`src/rtl/core/pbp_pkg.sv`:
```
package pbp_pkg;

	// Input kinds, carried on s_axis_tuser
	localparam int KIND_W = 2;
	localparam logic [KIND_W-1:0] KIND_LOOKUP = 2'd0;
	localparam logic [KIND_W-1:0] KIND_UPDATE = 2'd1;
	localparam logic [KIND_W-1:0] KIND_UNCOND = 2'd2;
	localparam logic [KIND_W-1:0] KIND_SQUASH = 2'd3;

	// Configuration register indexes
	localparam int CFG_IDX_W = 1;
	localparam int CFG_W     = 7;
	localparam logic [CFG_IDX_W-1:0] REG_INDEX_MODULUS = 1'b0;
	localparam logic [CFG_IDX_W-1:0] REG_WEIGHT_LIMIT  = 1'b1;
	localparam logic [CFG_W-1:0] RESET_MODULUS = 7'd61;
	localparam logic [CFG_W-1:0] RESET_LIMIT   = 7'd127;

	// Field and bus widths
	localparam int ADDR_W      = 32;
	localparam int MOD_W       = 7;
	localparam int IN_TDATA_W  = 40;
	localparam int OUT_SUM_W   = 13;
	localparam int OUT_TDATA_W = 16;
	localparam int OUT_PAD_W   = OUT_TDATA_W - OUT_SUM_W - 1;

	// Remainder unit: address bits retired per cycle
	localparam int DIGIT_W   = 8;
	localparam int DIV_STEPS = ADDR_W / DIGIT_W;

	// Weights summed per cycle in a lookup
	localparam int SUM_LANES = 8;

endpackage

```
`src/rtl/core/pbp_row_sel.sv`:
```
// Iterative address-to-row mapping: address mod modulus, then mod TABLE_ENTRIES.
module pbp_row_sel import pbp_pkg::*; #(
	parameter int TABLE_ENTRIES = 64
) (
	input  logic                             clk,
	input  logic                             arst_n,
	input  logic                             start,
	input  logic [ADDR_W-1:0]                address,
	input  logic [MOD_W-1:0]                 modulus,
	output logic                             done,
	output logic [$clog2(TABLE_ENTRIES)-1:0] row
);

	localparam int ROW_W  = $clog2(TABLE_ENTRIES);
	localparam int WRAP_W = ROW_W + 2;
	localparam int STEP_W = (DIV_STEPS > 2) ? $clog2(DIV_STEPS) : 1;

	logic [ADDR_W-1:0] addr_q;
	logic [MOD_W-1:0]  mod_q;
	logic [MOD_W-1:0]  rem_q;
	logic [STEP_W-1:0] step_q;
	logic              busy_q;
	logic              wrap_q;
	logic              done_q;
	logic [ROW_W-1:0]  row_q;

	logic [MOD_W-1:0]  rem_next;
	logic [ROW_W-1:0]  row_next;

	// One remainder digit per cycle: eight restoring steps on narrow values
	always_comb begin
		logic [MOD_W:0] r;
		r = {1'b0, rem_q};
		for (int i = 0; i < DIGIT_W; i++) begin
			r = {r[MOD_W-1:0], addr_q[ADDR_W-1-i]};
			if (r >= {1'b0, mod_q}) begin
				r = r - {1'b0, mod_q};
			end
		end
		rem_next = r[MOD_W-1:0];
	end

	// Fold the remainder into the table: restoring reduction by a constant
	always_comb begin
		logic [WRAP_W-1:0] rr;
		rr = '0;
		for (int i = MOD_W - 1; i >= 0; i--) begin
			rr = {rr[WRAP_W-2:0], rem_q[i]};
			if (rr >= WRAP_W'(TABLE_ENTRIES)) begin
				rr = rr - WRAP_W'(TABLE_ENTRIES);
			end
		end
		if (mod_q == '0) begin
			row_next = '0;
		end else begin
			row_next = rr[ROW_W-1:0];
		end
	end

	always_ff @(posedge clk or negedge arst_n) begin
		if (!arst_n) begin
			busy_q <= 1'b0;
			wrap_q <= 1'b0;
			done_q <= 1'b0;
			step_q <= '0;
		end else begin
			done_q <= 1'b0;
			if (start) begin
				busy_q <= 1'b1;
				step_q <= '0;
			end else if (busy_q) begin
				step_q <= step_q + STEP_W'(1);
				if (step_q == STEP_W'(DIV_STEPS - 1)) begin
					busy_q <= 1'b0;
					wrap_q <= 1'b1;
				end
			end else if (wrap_q) begin
				wrap_q <= 1'b0;
				done_q <= 1'b1;
			end
		end
	end

	always_ff @(posedge clk) begin
		if (start) begin
			addr_q <= address;
			mod_q  <= modulus;
			rem_q  <= '0;
		end else if (busy_q) begin
			addr_q <= addr_q << DIGIT_W;
			rem_q  <= rem_next;
		end
		if (wrap_q) begin
			row_q <= row_next;
		end
	end

	assign done = done_q;
	assign row  = row_q;

endmodule

```
`config.mk`:
```
export PLATFORM = sky130hd
export DESIGN_NAME = pbp_row_sel
export DESIGN_NICKNAME = d
export VERILOG_FILES = /design/src/rtl/core/pbp_pkg.sv /design/src/rtl/core/pbp_row_sel.sv
export SDC_FILE = /design/constraint.sdc
export NUM_CORES = 1
export LEC_CHECK = 0
export BUFFER_PORTS_ARGS = -buffer_cell sky130_fd_sc_hd__buf_4
export CORE_UTILIZATION = 40
export CTS_CLUSTER_DIAMETER = 50
export DETAILED_ROUTE_END_ITERATION = 6
export GPL_TIMING_DRIVEN = 0
export SLEW_MARGIN = 5
export SYNTH_ARGS = -nofsm -noshare
export SYNTH_HDL_FRONTEND = slang
export SYNTH_SLANG_ARGS = --single-unit
```
`constraint.sdc`:
```
create_clock -name clk -period 33.1 [get_ports clk]
set_input_delay 1.655 -clock clk [delete_from_list [all_inputs] [get_ports clk]]
set_output_delay 1.655 -clock clk [all_outputs]
set_load 0.01 [all_outputs]
```
==> impl_metrics.py, run 1 <==
metrics = {
    "run_status": {
        "status": "complete, no violations",
    },
    "clock_tree": {
        "post_cts_resize_count": 0,
        "cts_buffers": 9,
        "postCtsSetupRepairBufs": 0,
        "ctsHtreeMaxLevel": 3,
        "cts_sinks": 57,
        "buffer_type_at_the_clock_tree_root": "sky130_fd_sc_hd__clkbuf_16",
        "clk_buf_depth": 2,
        "cts_tree": "done",
        "clock_latency_late_sink_ps": 320,
        "cts-hold-fix-buffers": 0,
        "cts.clk_slew.worst_paths_ps": 50,
    },
    "critical_path": {
        "r2r_end": "rem_q[1]",
        "cpMaxStageDelayCell": "sky130_fd_sc_hd__edfxtp_1",
        "critical_path.max_stage_delay_ps": 720,
        "timing.critical_path.from_type": "flip-flop",
        "timing.rr.start": "mod_q[1]",
        "worst_setup_path_end_kind": "flip-flop",
        "rr_worst_depth": 73,
        "rrSetupSlack_ps": 14680,
        "cp_num_buf_inv": 7,
        "critPathTopFamily": "compound AO/OA/AOI/OAI gates",
        "timing.critical_path.arrival_ps": 18650,
        "critPathKind": "flip-flop to flip-flop",
        "critPathRequiredTime_ps": 33330,
        "worst-path-max-fanout": 11,
        "crit_path_frequent_cell": "sky130_fd_sc_hd__o21ai_0",
    },
    "detailed_routing": {
        "num_vias": 4594,
        "route.antenna.remaining_nets": 0,
        "detailedRoute.firstPassIterationCount": 5,
        "detail_route.iter0.violations": 387,
        "total_wire_length_um": 13500,
        "route.detailed.drc": 0,
        "route.detailed.vias_per_inst": 5.63,
        "wire_per_inst_um": 16.6,
    },
    "grt": {
        "grt_max_degree": 33,
        "number_of_antenna_violations_at_the_first_check_in_global_routing": 0,
        "grt.overflow.total": 0,
        "grt_pass1_vias": 4604,
        "global_route.usage.total_pct": 19.4,
        "wire_length_of_the_first_global_routing_pass_um": 22000,
    },
    "die": {
        "row_count": 42,
        "floorplan.core_area_mm2": 0.0134,
        "floorplan.die.height_um": 120,
        "die-width_um": 120,
        "initial_utilization_pct": 41.7,
        "io-pin-count": 49,
        "design.die.area_mm2": 0.0144,
    },
    "sta": {
        "setup_viol": 0,
        "slew_headroom_pct": 36.5,
        "maximum_clock_frequency_ghz": 0.0543,
        "clock_skew_ps": 8.95,
        "report.final.slew_viol_count": 0,
        "rsz_0062_raised_after_global_routing": "false",
        "final.period_utilization_pct": 55.6,
        "tns_ps": 0,
        "worstMarginPinSlew_ps": 941,
        "final_period_minus_worst_setup_slack_ps": 18420,
        "hold_viol_final": 0,
    },
    "logic_synthesis": {
        "ys_ff_latch": 57,
        "synth.cell_area_mm2": 0.00558,
        "avgSynthCellArea_um2": 9.69,
        "synth-main-ff-cell": "sky130_fd_sc_hd__edfxtp_1",
        "yosys.area.top_type": "sky130_fd_sc_hd__edfxtp_1",
        "synthTopCellsByArea": "sky130_fd_sc_hd__edfxtp_1 24%, sky130_fd_sc_hd__ha_1 13%, sky130_fd_sc_hd__mux2_2 6.7%",
        "synthDominantCellAreaShare_pct": 24.2,
        "post_synth_num_cell_types": 79,
        "synth_edf_count": 45,
        "ys_seq_area_share_pct": 29.0,
        "syn_nets": 683,
        "ys_async_sr_fraction_pct": 8.77,
        "yosys_warnings": 0,
        "post_synth_inst_count": 576,
    },
    "finish": {
        "most-common-layout-cells": "57 x sky130_fd_sc_hd__ha_1, 50 x sky130_fd_sc_hd__buf_4, 46 x sky130_fd_sc_hd__nand2_1, 45 x sky130_fd_sc_hd__edfxtp_1, 42 x sky130_fd_sc_hd__inv_1",
        "final_antenna_diode_count": 0,
        "fraction_of_layout_cells_with_a_size_suffix_above_1_pct": 20.0,
        "ff_latch_area_mm2": 0.00162,
        "area_overhead_of_the_layout_relative_to_synthesis_pct": 15.1,
        "fillers": 1303,
        "multi_input_combinational_cell_area_mm2": 0.00373,
        "most_common_cell_after_layout_fill_and_taps_aside": "sky130_fd_sc_hd__ha_1",
        "total_nets_final": 742,
    },
    "min_path": {
        "holdCritStartpoint": "step_q[1]",
        "hold_path_class": "flip-flop to flip-flop",
        "hold-path-endpoint": "step_q[1]",
        "hold-path-cell-count": 2,
    },
    "placement": {
        "routabilityCongestion": 0.861,
        "hpwl_um": 10600,
        "place.port_buffers": 48,
    },
    "flow_run": {
        "max_cap_violations": 0,
    },
}
## worst max-delay path by stage
stage	slack (ps)	end	cells after the start	startpoint
after floorplan	17940	rem_q[0]	75	mod_q[1]
after global placement	15100	rem_q[1]	73	mod_q[1]
after detailed placement	14890	rem_q[0]	73	mod_q[1]
after CTS	14800	rem_q[0]	73	mod_q[1]
after global routing	13290	rem_q[0]	73	mod_q[1]
final	14680	rem_q[1]	73	mod_q[1]
## cells in the mapped netlist, drive strengths merged, types with 9 or more instances
master  number
xnor2       21
xor2        11
ha          57
nor2        28
nand2b      11
a211oi      10
edfxtp      45
mux2        34
nor3        11
and2        16
nand2       49
nand4        9
o21ai       29
inv         42
a21o        17
o211ai      11
nor2b       11
a21oi       33
## cell type report
| class | count | area share [%] |
|---|---|---|
| Buffer | 15 | 1.21 |
| Clock buffer | 12 | 3.68 |
| Clock inverter | 4 | 0.331 |
| Inverter | 42 | 2.45 |
| Multi-Input combinational cell | 462 | 58.1 |
| Sequential cell | 57 | 25.2 |
| Tap cell | 176 | 3.43 |
| Timing Repair Buffer | 48 | 5.61 |
## per-stage QoR
step | utilization (%) | cell area (um^2) | worst slack, ps | std cells | hold slack (ps)
6_report | 47.9 | 6420 | 14680 | 816 | 533
5_1_grt | 47.9 | 6420 | 13290 | 816 | 559
4_1_cts | 47.9 | 6420 | 14800 | 816 | 540
3_5_place_dp | 46.0 | 6160 | 14890 | 800 | 527
3_3_place_gp | 46.0 | 6160 | 15100 | 800 | 512
2_1_floorplan | - | 5580 | 17940 | 576 | 484
## cell families after synthesis
| group | count (synthesis) | share of synthesized area, % |
|---|---|---|
| and+or+nand+nor | 158 | 14.7 |
| AOI/OAI and AO/OA | 165 | 23.1 |
| buffers and inverters | 57 | 4.21 |
| DFF | 57 | 29.0 |
| xor gates and xnor gates | 32 | 5.02 |
| muxes | 42 | 8.36 |
| adders and majority gates | 65 | 15.6 |
## worst register-to-register path: cells and delay by family (launching register included)
family                     cells  cell delay (ps)
AOI/OAI and AO/OA             42             9870
adders and majority gates      8             2940
and+or+nand+nor               14             2520
buffers and inverters          7             1580
DFF                            1              720
muxes                          2              670
## metal layers
layer | track usage [%] | up-vias | share of wire, %
met4 | 6.02 | 0 | 1.8
met5 | 0 | - | 0
met3 | 3.28 | 21 | 4.0
met1 | 24.3 | 2188 | 46
met2 | 33.7 | 108 | 48
li1 | - | 2277 | -
## flip-flops by register name, indices dropped and copies added, names as in the netlist
register  flops
addr_q       32
busy_q        1
done          1
mod_q         7
rem_q         7
row           6
step_q        2
wrap_q        1
Power of run 1 is not shown: default switching activity piles up to over one toggle a cycle in this logic, so the estimate is an artifact.
==> run 2, diff against run 1 <==
Clock period 33.1 ns to 19.1 ns, I/O delays scaled along.
==> impl_metrics.py, run 2 (same netlist as run 1, synthesis figures left out) <==
metrics = {
    "critical_path": {
        "worst_setup_path_end_kind": "flip-flop",
        "worst-path-max-fanout": 10,
        "rr_worst_depth": 74,
        "timing.rr.start": "mod_q[5]",
        "cpMaxStageDelayCell": "sky130_fd_sc_hd__a221oi_4",
        "rrSetupSlack_ps": 1320,
        "timing.critical_path.arrival_ps": 18010,
        "critPathKind": "flip-flop to flip-flop",
        "r2r_end": "rem_q[0]",
        "timing.critical_path.from_type": "flip-flop",
        "critPathRequiredTime_ps": 19340,
        "critical_path.max_stage_delay_ps": 460,
    },
    "finish": {
        "total_nets_final": 747,
        "largest_register_ff_count": 32,
        "fraction_of_layout_cells_with_a_size_suffix_above_1_pct": 20.9,
        "most-common-layout-cells": "57 x sky130_fd_sc_hd__ha_1, 55 x sky130_fd_sc_hd__buf_4, 46 x sky130_fd_sc_hd__nand2_1, 45 x sky130_fd_sc_hd__edfxtp_1, 41 x sky130_fd_sc_hd__inv_1",
        "largest_registers": "addr_q (32), mod_q (7), rem_q (7)",
        "most_common_cell_after_layout_fill_and_taps_aside": "sky130_fd_sc_hd__ha_1",
        "max_flop_register": "addr_q",
        "area_overhead_of_the_layout_relative_to_synthesis_pct": 15.9,
        "final_antenna_diode_count": 0,
        "finish.utilization_pct": 48.3,
    },
    "sta": {
        "slew_headroom_pct": 36.4,
        "worstMarginPinSlew_ps": 942,
        "report.final.slew_viol_count": 0,
        "clock_skew_ps": 9.14,
        "hold_viol_final": 0,
        "setup_viol": 0,
        "tns_ps": 0,
        "final_period_minus_worst_setup_slack_ps": 17780,
        "final.period_utilization_pct": 93.1,
        "rsz_0062_raised_after_global_routing": "false",
        "maximum_clock_frequency_ghz": 0.0562,
    },
    "clock_tree": {
        "cts_tree": "done",
        "buffer_type_at_the_clock_tree_root": "sky130_fd_sc_hd__clkbuf_16",
        "cts-hold-fix-buffers": 0,
        "clk_buf_depth": 2,
        "cts_sinks": 57,
        "cts.clk_slew.worst_paths_ps": 50,
        "cts_buffers": 9,
        "ctsHtreeMaxLevel": 3,
        "clock_latency_late_sink_ps": 320,
    },
    "placement": {
        "hpwl_um": 10600,
        "place.port_buffers": 48,
        "routabilityCongestion": 0.861,
    },
    "die": {
        "io-pin-count": 49,
        "die-width_um": 120,
        "design.die.area_mm2": 0.0144,
        "floorplan.core_area_mm2": 0.0134,
        "initial_utilization_pct": 41.7,
        "row_count": 42,
        "floorplan.die.height_um": 120,
    },
    "grt": {
        "wire_length_of_the_first_global_routing_pass_um": 22000,
        "grt_pass1_vias": 4604,
        "grt.overflow.total": 0,
        "global_route.usage.total_pct": 19.4,
        "grt_max_degree": 33,
        "number_of_antenna_violations_at_the_first_check_in_global_routing": 0,
    },
    "flow_run": {
        "max_cap_violations": 0,
    },
    "detailed_routing": {
        "total_wire_length_um": 13600,
        "detail_route.iter0.violations": 396,
        "route.antenna.remaining_nets": 0,
        "route.detailed.vias_per_inst": 5.61,
        "route.detailed.drc": 0,
        "detailedRoute.firstPassIterationCount": 4,
        "wire_per_inst_um": 16.5,
        "num_vias": 4606,
    },
    "min_path": {
        "hold_path_class": "input pin to async pin",
    },
    "run_status": {
        "status": "complete, no violations",
    },
}
-- run 2: cell count changes in the layout (fill, tap and decap cells not counted), sizes merged --
| cell | change |
|---|---|
| inv | -1 |
| clkinvlp | +1 |
| buf | +5 |
-- run 2: timing repair --
item,CTS,global route
endpoints found under the setup margin,0,7
buffers inserted,0,5
resized for setup,0,3
-- run 2: cell type report --
type / count / area, um^2
Tap cell: 176 / 220
Clock inverter: 4 / 21.3
Fill cell: 1295 / 6930
Buffer: 15 / 77.6
Inverter: 42 / 161
Sequential cell: 57 / 1620
Clock buffer: 12 / 236
Multi-Input combinational cell: 462 / 3740
Timing Repair Buffer: 53 / 398
-- run 2: how the worst max path moves through the flow --
stage / from / to / slack (ps) / cells past startpoint
after global placement: mod_q[1] / rem_q[1] / 1100 / 73
after CTS: mod_q[1] / rem_q[0] / 800 / 73
after global routing: mod_q[0] / rem_q[0] / 90 / 74
after detailed placement: mod_q[1] / rem_q[0] / 890 / 73
final: mod_q[5] / rem_q[0] / 1320 / 74
after floorplan: mod_q[1] / rem_q[0] / 3940 / 75
-- run 2: stage by stage --
step                      hold WS, ps  worst slack (ps)  instance area, um^2  std cells
final                             425              1320                 6470        821
after global routing              412              93.9                 6470        821
after CTS                         413               796                 6420        816
after detailed placement          527               891                 6160        800
after global placement            512              1100                 6160        800
after floorplan                   484              3940                 5580        576
-- run 2: worst max-delay path: cells and delay by family, from the launching register on --
kind                       cells  cell delay (ps)
DFF                            1              390
muxes                          3              950
AOI/OAI and AO/OA             42             9510
and+or+nand+nor               13             2440
adders and majority gates      8             2760
buffers and inverters          8             1590
-- run 2: per-layer routing --
layer | global-route usage (%) | wire length, um
met5 | 0 | 0
met4 | 6.02 | 190
met3 | 3.28 | 436
met2 | 33.7 | 6650
met1 | 24.3 | 6280
Power of run 2 is left out for the same reason.
